$ cat config.mk
export PLATFORM = sky130hd
export DESIGN_NAME = ordered_list_insert_search_unit
export DESIGN_NICKNAME = d
export VERILOG_FILES = /design/src/hw/rtl/olis_pkg.sv /design/src/hw/rtl/olis_store.sv /design/src/hw/rtl/olis_seq.sv /design/src/hw/rtl/ordered_list_insert_search_unit.sv
export SDC_FILE = /design/constraint.sdc
export NUM_CORES = 1
export LEC_CHECK = 0
export ABC_CLOCK_PERIOD_IN_PS = 10100
export BUFFER_PORTS_ARGS = -buffer_cell sky130_fd_sc_hd__buf_2
export CAP_MARGIN = 10
export CORE_ASPECT_RATIO = 0.9
export CORE_UTILIZATION = 40
export DETAILED_ROUTE_END_ITERATION = 10
export REMOVE_ABC_BUFFERS = 1
export SKIP_CTS_REPAIR_TIMING = 1
export SLEW_MARGIN = 20
export SYNTH_ARGS = -nofsm -noshare
export SYNTH_HDL_FRONTEND = slang
export SYNTH_HIERARCHICAL = 1
export SYNTH_SLANG_ARGS = --single-unit
$ cat constraint.sdc
create_clock -name clk -period 10.1 [get_ports clk]
set_input_delay 1.515 -clock clk [delete_from_list [all_inputs] [get_ports clk]]
set_output_delay 1.515 -clock clk [all_outputs]
set_load 0.05 [all_outputs]
$ cat src/hw/rtl/olis_pkg.sv
// Package for the ordered list insert/search unit.
// Holds request/response payload structs, request and status codes.
// No dependencies.
package olis_pkg;

    // request codes; anything above REQ_SEARCH acts as a search
    localparam logic [2:0] REQ_FRONT  = 3'd0;
    localparam logic [2:0] REQ_BACK   = 3'd1;
    localparam logic [2:0] REQ_AFTER  = 3'd2;
    localparam logic [2:0] REQ_BEFORE = 3'd3;
    localparam logic [2:0] REQ_SEARCH = 3'd4;

    // status codes
    localparam logic [1:0] ST_DONE      = 2'd0;
    localparam logic [1:0] ST_NOT_FOUND = 2'd1;
    localparam logic [1:0] ST_FULL      = 2'd2;

    typedef struct packed {
        logic [2:0]         req_type;
        logic signed [31:0] match_value;
        logic signed [31:0] new_value;
    } olis_req_t;

    typedef struct packed {
        logic [1:0] status;
        logic       found;
        logic [4:0] length;
    } olis_rsp_t;

    // sequencer status toward the top level
    typedef struct packed {
        logic idle;
        logic done;
    } olis_seq_stat_t;

endpackage

$ cat src/hw/rtl/olis_store.sv
// Entry memory for the ordered list unit: one write port, one read port,
// registered read data. Depends on nothing.
module olis_store #(
    parameter int DEPTH = 16,
    parameter int AW    = 4
) (
    input  logic              clk,
    input  logic              wr_en,
    input  logic [AW-1:0]     wr_addr,
    input  logic [31:0]       wr_data,
    input  logic [AW-1:0]     rd_addr,
    output logic [31:0]       rd_data
);

    logic [31:0] mem [DEPTH];
    logic [31:0] rd_data_reg;

    always_ff @(posedge clk)
    begin
        if (wr_en)
        begin
            mem[wr_addr] <= wr_data;
        end
        rd_data_reg <= mem[rd_addr];
    end

    assign rd_data = rd_data_reg;

endmodule

$ cat src/hw/rtl/olis_seq.sv
// Sequencer for the ordered list unit: scans the entry memory with one
// shared comparator and moves entries one at a time. Uses olis_pkg.
module olis_seq #(
    parameter int CAPACITY = 16,
    parameter int AW       = 4,
    parameter int CW       = 5
) (
    input  logic                    clk,
    input  logic                    rst_n,
    input  logic                    start,
    input  olis_pkg::olis_req_t     req,
    input  logic                    out_free,
    output olis_pkg::olis_seq_stat_t stat,
    output olis_pkg::olis_rsp_t     rsp,
    output logic                    wr_en,
    output logic [AW-1:0]           wr_addr,
    output logic [31:0]             wr_data,
    output logic [AW-1:0]           rd_addr,
    input  logic [31:0]             rd_data
);
    import olis_pkg::*;

    localparam logic [CW-1:0] CAP_C = CW'(CAPACITY);

    typedef enum logic [7:0] {
        S_IDLE     = 8'b0000_0001,
        S_SCAN     = 8'b0000_0010,
        S_CMP      = 8'b0000_0100,
        S_DECIDE   = 8'b0000_1000,
        S_SHIFT_RD = 8'b0001_0000,
        S_SHIFT_WR = 8'b0010_0000,
        S_PLACE    = 8'b0100_0000,
        S_REPLY    = 8'b1000_0000
    } state_t;

    state_t          state_reg,  state_next;
    olis_req_t       req_reg,    req_next;
    logic [CW-1:0]   cnt_reg,    cnt_next;
    logic [CW-1:0]   idx_reg,    idx_next;
    logic [AW-1:0]   pos_reg,    pos_next;
    logic            hit_reg,    hit_next;
    logic [1:0]      status_reg, status_next;

    logic [CW-1:0]   idx_inc;
    logic [CW-1:0]   idx_dec;
    logic            full;
    logic            do_insert;
    logic [AW-1:0]   ins_pos;
    logic [CW+4:0]   len_ext;

    assign idx_inc = idx_reg + CW'(1);
    assign idx_dec = idx_reg - CW'(1);
    assign full    = (cnt_reg == CAP_C);

    // insert decision, taken once the scan has finished
    always_comb
    begin
        do_insert   = 1'b0;
        ins_pos     = '0;
        status_next = ST_DONE;
        unique case (req_reg.req_type)
            REQ_FRONT:
            begin
                if (full) status_next = ST_FULL;
                else      do_insert   = 1'b1;
                ins_pos = '0;
            end
            REQ_BACK:
            begin
                if (full) status_next = ST_FULL;
                else      do_insert   = 1'b1;
                ins_pos = cnt_reg[AW-1:0];
            end
            REQ_AFTER:
            begin
                if (!hit_reg)  status_next = ST_NOT_FOUND;
                else if (full) status_next = ST_FULL;
                else           do_insert   = 1'b1;
                ins_pos = pos_reg + AW'(1);
            end
            REQ_BEFORE:
            begin
                if (!hit_reg)  status_next = ST_NOT_FOUND;
                else if (full) status_next = ST_FULL;
                else           do_insert   = 1'b1;
                ins_pos = pos_reg;
            end
            default:
            begin
                status_next = ST_DONE;
            end
        endcase
    end

    always_comb
    begin
        state_next = state_reg;
        req_next   = req_reg;
        cnt_next   = cnt_reg;
        idx_next   = idx_reg;
        pos_next   = pos_reg;
        hit_next   = hit_reg;
        wr_en      = 1'b0;
        wr_addr    = idx_reg[AW-1:0];
        wr_data    = rd_data;
        rd_addr    = idx_reg[AW-1:0];
        unique case (state_reg)
            S_IDLE:
            begin
                if (start)
                begin
                    req_next   = req;
                    idx_next   = '0;
                    hit_next   = 1'b0;
                    state_next = (cnt_reg == '0) ? S_DECIDE : S_SCAN;
                end
            end
            S_SCAN:
            begin
                rd_addr    = idx_reg[AW-1:0];
                state_next = S_CMP;
            end
            S_CMP:
            begin
                if (rd_data == req_reg.match_value)
                begin
                    hit_next   = 1'b1;
                    pos_next   = idx_reg[AW-1:0];
                    state_next = S_DECIDE;
                end
                else if (idx_inc == cnt_reg)
                begin
                    state_next = S_DECIDE;
                end
                else
                begin
                    idx_next   = idx_inc;
                    state_next = S_SCAN;
                end
            end
            S_DECIDE:
            begin
                if (do_insert)
                begin
                    idx_next   = cnt_reg;
                    pos_next   = ins_pos;
                    state_next = (cnt_reg > CW'(ins_pos)) ? S_SHIFT_RD : S_PLACE;
                end
                else
                begin
                    state_next = S_REPLY;
                end
            end
            S_SHIFT_RD:
            begin
                rd_addr    = idx_dec[AW-1:0];
                state_next = S_SHIFT_WR;
            end
            S_SHIFT_WR:
            begin
                wr_en      = 1'b1;
                wr_addr    = idx_reg[AW-1:0];
                wr_data    = rd_data;
                idx_next   = idx_dec;
                state_next = (idx_dec == CW'(pos_reg)) ? S_PLACE : S_SHIFT_RD;
            end
            S_PLACE:
            begin
                wr_en      = 1'b1;
                wr_addr    = pos_reg;
                wr_data    = req_reg.new_value;
                cnt_next   = cnt_reg + CW'(1);
                state_next = S_REPLY;
            end
            S_REPLY:
            begin
                if (out_free)
                begin
                    state_next = S_IDLE;
                end
            end
            default:
            begin
                state_next = S_IDLE;
            end
        endcase
    end

    always_ff @(posedge clk or negedge rst_n)
    begin
        if (!rst_n)
        begin
            state_reg <= S_IDLE;
            cnt_reg   <= '0;
        end
        else
        begin
            state_reg <= state_next;
            cnt_reg   <= cnt_next;
        end
    end

    // payload registers
    always_ff @(posedge clk)
    begin
        req_reg <= req_next;
        idx_reg <= idx_next;
        pos_reg <= pos_next;
        hit_reg <= hit_next;
        if (state_reg == S_DECIDE)
        begin
            status_reg <= status_next;
        end
    end

    assign len_ext     = (CW+5)'(cnt_reg);
    assign rsp.status  = status_reg;
    assign rsp.found   = hit_reg;
    assign rsp.length  = len_ext[4:0];
    assign stat.idle   = (state_reg == S_IDLE);
    assign stat.done   = (state_reg == S_REPLY) && out_free;

    a_cnt_bound: assert property (@(posedge clk) disable iff (!rst_n)
        cnt_reg <= CAP_C)
        else $error("entry count above capacity");

    a_place_not_full: assert property (@(posedge clk) disable iff (!rst_n)
        (state_reg == S_PLACE) |-> !full)
        else $error("insert into a full list");

    a_cnt_only_place: assert property (@(posedge clk) disable iff (!rst_n)
        (state_reg != S_PLACE) |=> (cnt_reg == $past(cnt_reg)))
        else $error("entry count changed outside placement");

    a_shift_above_pos: assert property (@(posedge clk) disable iff (!rst_n)
        (state_reg == S_SHIFT_WR) |-> (idx_reg > CW'(pos_reg)))
        else $error("entry move at or below insertion point");

endmodule

$ cat src/hw/rtl/ordered_list_insert_search_unit.sv
// Top level of the ordered list insert/search unit.
// Instantiates olis_seq and olis_store; uses olis_pkg.

// Keeps an ordered list of up to CAPACITY signed 32-bit values in a
// single-port-read, single-port-write memory. Each request inserts
// new_value at the front, at the back, after or before the first entry
// equal to match_value, or searches for match_value (codes above search
// act as search). Every request returns one response: status (done, not
// found, full), found (match present before the request) and the length
// afterward. One request is worked at a time; req_stall is high from
// acceptance until the response is handed to the output register. A
// request is accepted, the shared comparator scans entries up to the
// first match, a decision step follows, an insert moves entries from
// the insertion point up back by one, then a placement step and a reply
// step that waits for a free output slot. The single registered read
// port makes each entry a read step and a compare or write step. The
// output register holds a response while the next request is accepted.
// No clearing pass after reset: only entries below the count are read.
module ordered_list_insert_search_unit #(
    parameter int CAPACITY = 16
) (
    input  logic                clk,
    input  logic                rst_n,
    input  logic                req_valid,
    output logic                req_stall,
    input  olis_pkg::olis_req_t req_data,
    output logic                rsp_valid,
    input  logic                rsp_stall,
    output olis_pkg::olis_rsp_t rsp_data
);
    import olis_pkg::*;

    localparam int AW = $clog2(CAPACITY);
    localparam int CW = $clog2(CAPACITY + 1);

    olis_seq_stat_t  seq_stat;
    olis_rsp_t       seq_rsp;
    olis_rsp_t       rsp_reg;
    logic            rsp_valid_reg;
    logic            out_free;
    logic            start;

    logic            wr_en;
    logic [AW-1:0]   wr_addr;
    logic [31:0]     wr_data;
    logic [AW-1:0]   rd_addr;
    logic [31:0]     rd_data;

    // output slot is free when empty or being drained this cycle
    assign out_free  = !rsp_valid_reg || !rsp_stall;
    assign req_stall = !seq_stat.idle;
    assign start     = req_valid && seq_stat.idle;

    olis_seq #(
        .CAPACITY (CAPACITY),
        .AW       (AW),
        .CW       (CW)
    ) u_seq (
        .clk      (clk),
        .rst_n    (rst_n),
        .start    (start),
        .req      (req_data),
        .out_free (out_free),
        .stat     (seq_stat),
        .rsp      (seq_rsp),
        .wr_en    (wr_en),
        .wr_addr  (wr_addr),
        .wr_data  (wr_data),
        .rd_addr  (rd_addr),
        .rd_data  (rd_data)
    );

    olis_store #(
        .DEPTH (CAPACITY),
        .AW    (AW)
    ) u_store (
        .clk     (clk),
        .wr_en   (wr_en),
        .wr_addr (wr_addr),
        .wr_data (wr_data),
        .rd_addr (rd_addr),
        .rd_data (rd_data)
    );

    // response register
    always_ff @(posedge clk or negedge rst_n)
    begin
        if (!rst_n)
        begin
            rsp_valid_reg <= 1'b0;
        end
        else if (seq_stat.done)
        begin
            rsp_valid_reg <= 1'b1;
        end
        else if (!rsp_stall)
        begin
            rsp_valid_reg <= 1'b0;
        end
    end

    always_ff @(posedge clk)
    begin
        if (seq_stat.done)
        begin
            rsp_reg <= seq_rsp;
        end
    end

    assign rsp_valid = rsp_valid_reg;
    assign rsp_data  = rsp_reg;

endmodule
### Word-level counts from Yosys, hierarchy flattened

Memory sizes are Yosys's and may differ from the RTL's. A register that Yosys moved wholly into a read port is not among the register bits.
Cells that the tools add are included.

| word-level totals | value |
|---|---|
| bits in registers | 101 |
| bits in writable memories | 512 |
| output and inout bits | 10 |
| logic and storage cells | 95 |
| memories | 1 |

Memories:

| name | words | width | read ports | clocked after Yosys merged registers in | wr ports | line | text |
|---|---|---|---|---|---|---|---|
| u_store.mem | 16 | 32 | 1 | 1 | 1 | olis_store.sv:15 | `logic [31:0] mem [DEPTH];` |

| operators by class | value |
|---|---|
| $add $sub $neg | 4 |
| magnitude comparators | 1 |
| equal/unequal tests | 22 |
| muxes and demuxes | 35 |
| reduce and logical (&&, ||, !) cells | 19 |

Operator list:

| cell | number |
|---|---|
| one-hot mux 8 bit (8 select lines) | 1 |
| equality test 32 bit | 1 |
| two-way mux 32 bit | 1 |
| two-way mux 8 bit | 4 |
| two-way mux 4 bit | 6 |
| two-way mux 5 bit | 4 |
| one-hot mux 5 bit (4 select lines) | 1 |
| two-way mux 7 bit | 2 |
| one-hot mux 4 bit (3 select lines) | 1 |
| adder 5 x 1 -> 5 bit, second input constant | 2 |
| inequality test 2 x 1 -> 1 bit, second input constant | 5 |
| two-way mux 1 bit | 9 |
| equality test 8 x 1 -> 1 bit, second input constant | 1 |
| equality test 8 x 2 -> 1 bit, second input constant | 1 |
| equality test 8 x 3 -> 1 bit, second input constant | 1 |
| equality test 8 x 4 -> 1 bit, second input constant | 1 |
| equality test 8 x 5 -> 1 bit, second input constant | 1 |
| equality test 8 x 6 -> 1 bit, second input constant | 1 |
| equality test 8 x 7 -> 1 bit, second input constant | 1 |
| equality test 8 bit, second input constant | 1 |
| one-hot mux 4 bit (2 select lines) | 1 |
| equality test 3 x 2 -> 1 bit, second input constant | 2 |
| AND reduction 3 bit | 2 |
| OR reduction 2 bit | 3 |
| 20 further kinds | 28 |

### Logic depth before layout (Yosys ltp)

| logic depth | value |
|---|---|
| word-level depth | 6 |
| mapped depth | 12 |
| depth with buffers taken out | 11 |

### Modules after synthesis

The synthesis kept the hierarchy.

By module, submodules not included:

| module | times used | cells an instance | area an instance (µm²) | seq. area each (µm²) |
|---|---|---|---|---|
| olis_store | 1 | 838 | 19,835.3 | 16,015.4 |
| olis_seq | 1 | 416 | 4,589.4 | 2,698.8 |
| ordered_list_insert_search_unit | 1 | 13 | 286.5 | 265.3 |

### Worst setup path after synthesis

OpenSTA, ideal clock, no wires.

| timing path | value |
|---|---|
| kind | register to register |
| from | register u_seq.state_reg[2] |
| to | memory u_store.mem[0][0], enable pin |
| setup time | 461 ps |
| arrival | 4,706 ps |
| required time | 9,639 ps |
| slack | 4,933 ps |
| stages on the path, launching flop included | 9 |
| buffers on the path | 2 |
| period minus slack after synthesis | 5,167 ps |
| cell sequence | dfrtp_1 or4_4 or4b_1 clkbuf_1 clkbuf_1 nand2_1 nand2_1 or3b_2 nor3_1 |

| on the way | value |
|---|---|
| elaborated cells on any way between the ends | 7 |
| those cells by class | 2 x eq/ne; 4 x mux; 1 x reduce/logical |

RTL lines:

| what | line | text |
|---|---|---|
| from (decl) | olis_seq.sv:36 | `state_t state_reg, state_next;` |
| from (signal assigned) | olis_seq.sv:198 | `state_reg <= state_next;` |
| equality test 8 x 7 -> 1 bit | olis_seq.sv:107 | `unique case (state_reg)` |
| two-way mux 4 bit | olis_seq.sv:107 |  |
| named net wr_addr[2] | ordered_list_insert_search_unit.sv:44 | `logic [AW-1:0] wr_addr;` |
| to (decl) | olis_store.sv:15 |  |

The timed path passes the listed nets, and every way through them passes these cells.

### Worst setup path after layout

| timing path | value |
|---|---|
| from | register u_seq.state_reg[2] |
| to | memory u_store.mem[12][26], enable pin |

| on the way | value |
|---|---|
| cells in the longest elaborated chain, start to end | 5 |
| elaborated cells on any way between the ends | 7 |
| those cells by class | 2 x eq/ne; 4 x mux; 1 x reduce/logical |

Ends and longest elaborated chain:

| what | line | text |
|---|---|---|
| equality test 8 x 6 -> 1 bit or equality test 8 x 7 -> 1 bit (tied branches) | olis_seq.sv:107 |  |
| OR reduction 2 bit (no line) * | - |  |
| two-way mux 1 bit * | olis_seq.sv:107 |  |
| named net wr_en | ordered_list_insert_search_unit.sv:43 | `logic wr_en;` |
| two-way mux 1 bit * | olis_store.sv:20 | `if (wr_en)` |
| two-way mux 1 bit (not written as such) * | olis_store.sv:22 | `mem[wr_addr] <= wr_data;` |

The timed path passes the listed nets; every way through them passes the cells marked *.

==> metrics.yaml <==
worst-path-max-fanout: 35
dp_worst_slack_ps: 5730
cts-root-buf: "sky130_fd_sc_hd__clkbuf_16"
status: "finished clean"
cap_violations: 0
num_vias: 12120
floorplan.die.width_um: 264
drt-initial-drc-count: 1116
gp_routability_congestion: 0.803
globalRouteTotalUtil: 0.172
fin_hold_ws_ps: 420
post-route-worst-setup-slack_ps: 5720
share_seq_of_total_power: 0.478
switchingPower_w: 0.00203
crit_path_end_kind: "flip-flop"
power_leakage_nw: 9.36
postSynth.topFlopCell: "sky130_fd_sc_hd__edfxtp_1"
ff_latch_area_um2: 19000
powerDensity_nw_per_um2: 261
layout-drive-gt1-share: 0.261
tritoncts: "yes"
timing.setup.critical_path_class: "reg -> reg"
gate_power_share: 0.189
p_sw_frac: 0.274
cts_inserted_buffers: 67
worst_skew_pair.late_latency_ps: 600
antennaDiodeCount: 0
chipHeight_um: 238
final_wl_um: 52800
timing.max_slew.rel_slack: 0.268
placement_rows: 86
detail_route.wl_per_cell_um: 23.7
max_stage_delay_ps: 880
synth.yosys.seq_area_share: 0.768
ys_ff_latch: 645
period_share: 0.434
start_util: 0.404
final.setup_skew_ps: 24.4
crit_start: "u_seq/state_reg[2]"
design.core.area_um2: 61100
htree_num_levels: 3
pin_count_of_the_biggest_net_entering_global_routing: 129
clk_path_buf_depth: 3
crit-reg2reg-launch: "u_seq/state_reg[2]"
slew_viol_final: 0
asyncSetResetFlopFracSynth: 0.0217
worst_ep_arrival_time_ps: 4610
irDropWorstVdd_v: 0.000155
area_delta_synth_final_pct: 15.2
drc: 0
dieArea_um2: 62800
synth_warnings: 6
cell_internal_pwr_w: 0.00539
max_slew.worst_pin.slew_ps: 1090
hold_path_class: "reg -> reg"
post_synth_instance_area_um2: 24700
avgSynthCellArea_um2: 19.5
path_clk_slew_ps: 60
synth_instances: 1267
fillers: 5101
crit_slowest_cell: "sky130_fd_sc_hd__nor3_2"
worst-path-buf-inv: 2
timing.final.setup_violations: 0
port_buffers: 80
crit_path_cell_trace: "or4_4 -> or4b_2 -> buf_4 -> nand2_1 -> nand3_1 -> nor3_2 -> buf_4"
rsz0062_at_grt: "no"
fin_tns_setup_ps: 0
post-dp-hpwl_um: 28500
ios: 81
clock_sink_count: 645
final_period_minus_worst_setup_slack_ps: 4380
nets: 1464
via_count_of_the_first_global_routing_pass: 12427
largest_reg_flops: 512
clock_power_share: 0.333
timing.critical_path.required_ps: 10330
number_of_library_cell_types_mapped_by_synthesis: 54
hold_path.startpoint: "u_seq/status_reg[0]"
grt_first_pass_wirelength_um: 79500
worst_path_most_repeated_cell: "sky130_fd_sc_hd__buf_4"
timing.final.hold_violations: 0
synth_edf_count: 599
fmax_mhz: 228
gr_overflow_total: 0
initial_antenna_violation_count: 0
worst_setup_path_start_kind: "flip-flop"
drt_pre_antenna_iters: 5
cpLargestDelayFamily: "simple AND/OR/NAND/NOR gates"
detail_route.vias_per_cell: 5.43
drtAntennaViolNets: 0
multiInputGateArea_um2: 5560
[layout by cell type (no fill, tap or decap), types with 15 or more instances in the layout]
| cell type | n |
|---|---|
| sky130_fd_sc_hd__edfxtp_1 | 599 |
| sky130_fd_sc_hd__dfxtp_1 | 32 |
| sky130_fd_sc_hd__clkbuf_16 | 68 |
| sky130_fd_sc_hd__a22oi_1 | 65 |
| sky130_fd_sc_hd__buf_4 | 28 |
| sky130_fd_sc_hd__xnor2_1 | 44 |
| sky130_fd_sc_hd__clkbuf_1 | 15 |
| sky130_fd_sc_hd__o21ai_0 | 16 |
| sky130_fd_sc_hd__mux4_2 | 128 |
| sky130_fd_sc_hd__nand2_1 | 163 |
| sky130_fd_sc_hd__buf_2 | 80 |
[worst paths after layout]
kind	cells after the start	slack (ps)	to
max	7	5720	u_store/mem[12][26]
min	0	420	rsp_data[6]
max reg2reg	7	5720	u_store/mem[12][26]
min reg2reg	0	420	rsp_data[6]
max in group asynchronous	1	8990	u_seq/state_reg[0]
min in group asynchronous	1	810	u_seq/state_reg[2]
[Yosys cell counts (all sizes together) (2+ instances only)]
master / number / area (µm²)
o221ai: 3 / 26.3
a22oi: 65 / 488
nand3b: 6 / 45.0
xnor2: 45 / 394
nor4: 3 / 18.8
dfxtp: 32 / 641
or2: 2 / 12.5
a21o: 5 / 37.5
mux4: 128 / 2880
o22ai: 3 / 18.8
clkbuf: 32 / 121
xor2: 8 / 70.1
o21ai: 17 / 85.1
edfxtp: 599 / 18000
buf: 29 / 158
or4: 3 / 26.3
nor3b: 5 / 48.8
nand2: 163 / 612
inv: 10 / 37.5
mux2: 3 / 33.8
nand2b: 6 / 37.5
ha: 9 / 113
dfrtp: 13 / 325
nand3: 8 / 40.0
nor3: 12 / 60.1
nand4: 11 / 68.8
and2: 2 / 12.5
nor2b: 6 / 37.5
nor2: 16 / 60.1
a21oi: 6 / 30.0
[power groups by stage]
| stage | logic, W | registers [W] | clock network, W |
|---|---|---|---|
| after CTS | 0.00142 | 0.00355 | 0.00254 |
| after detailed placement | 0.00142 | 0.00360 | 0 |
| after global routing | 0.00154 | 0.00357 | 0.00264 |
| after global placement | 0.00139 | 0.00360 | 0 |
| after floorplan | 0.00127 | 0.00356 | 0 |
| final | 0.00140 | 0.00355 | 0.00247 |
[metal layers]
| metal | up-vias | share of wire | GRT usage |
|---|---|---|---|
| li1 | 5333 | - | - |
| met2 | 350 | 0.47 | 0.270 |
| met4 | 0 | 0.019 | 0.0432 |
| met3 | 79 | 0.056 | 0.0333 |
| met1 | 6358 | 0.45 | 0.247 |
| met5 | - | 0 | 0 |
[cell type report]
class | count | share of cell area
Tap cell | 792 | 0.0348
Clock buffer | 88 | 0.0642
Clock inverter | 35 | 0.0149
Inverter | 11 | 0.00149
Sequential cell | 645 | 0.667
Multi-Input combinational cell | 550 | 0.196
Timing Repair Buffer | 109 | 0.0222
[per-stage QoR]
stage	std cells	cell area (µm²)	power (W)	utilization
6_report	2230	28500	0.00742	0.466
5_1_grt	2230	28500	0.00774	0.466
4_1_cts	2230	28500	0.00750	0.466
3_5_place_dp	2107	26200	0.00502	0.429
3_3_place_gp	2107	26200	0.00499	0.429
2_1_floorplan	1206	24400	0.00483	-
[kinds of logic after synthesis]
| kind of cell | Yosys count | synth area share |
|---|---|---|
| multiplexers | 131 | 0.118 |
| XOR/XNOR | 53 | 0.0188 |
| adder cells (fa/ha/maj) | 9 | 0.00456 |
| AO/OA/AOI/OAI | 108 | 0.0310 |
| flip-flops | 645 | 0.768 |
| buffers and inverters | 72 | 0.0130 |
| AND/OR/NAND/NOR | 249 | 0.0466 |
Note: power is estimated with default switching activity, not from simulation.
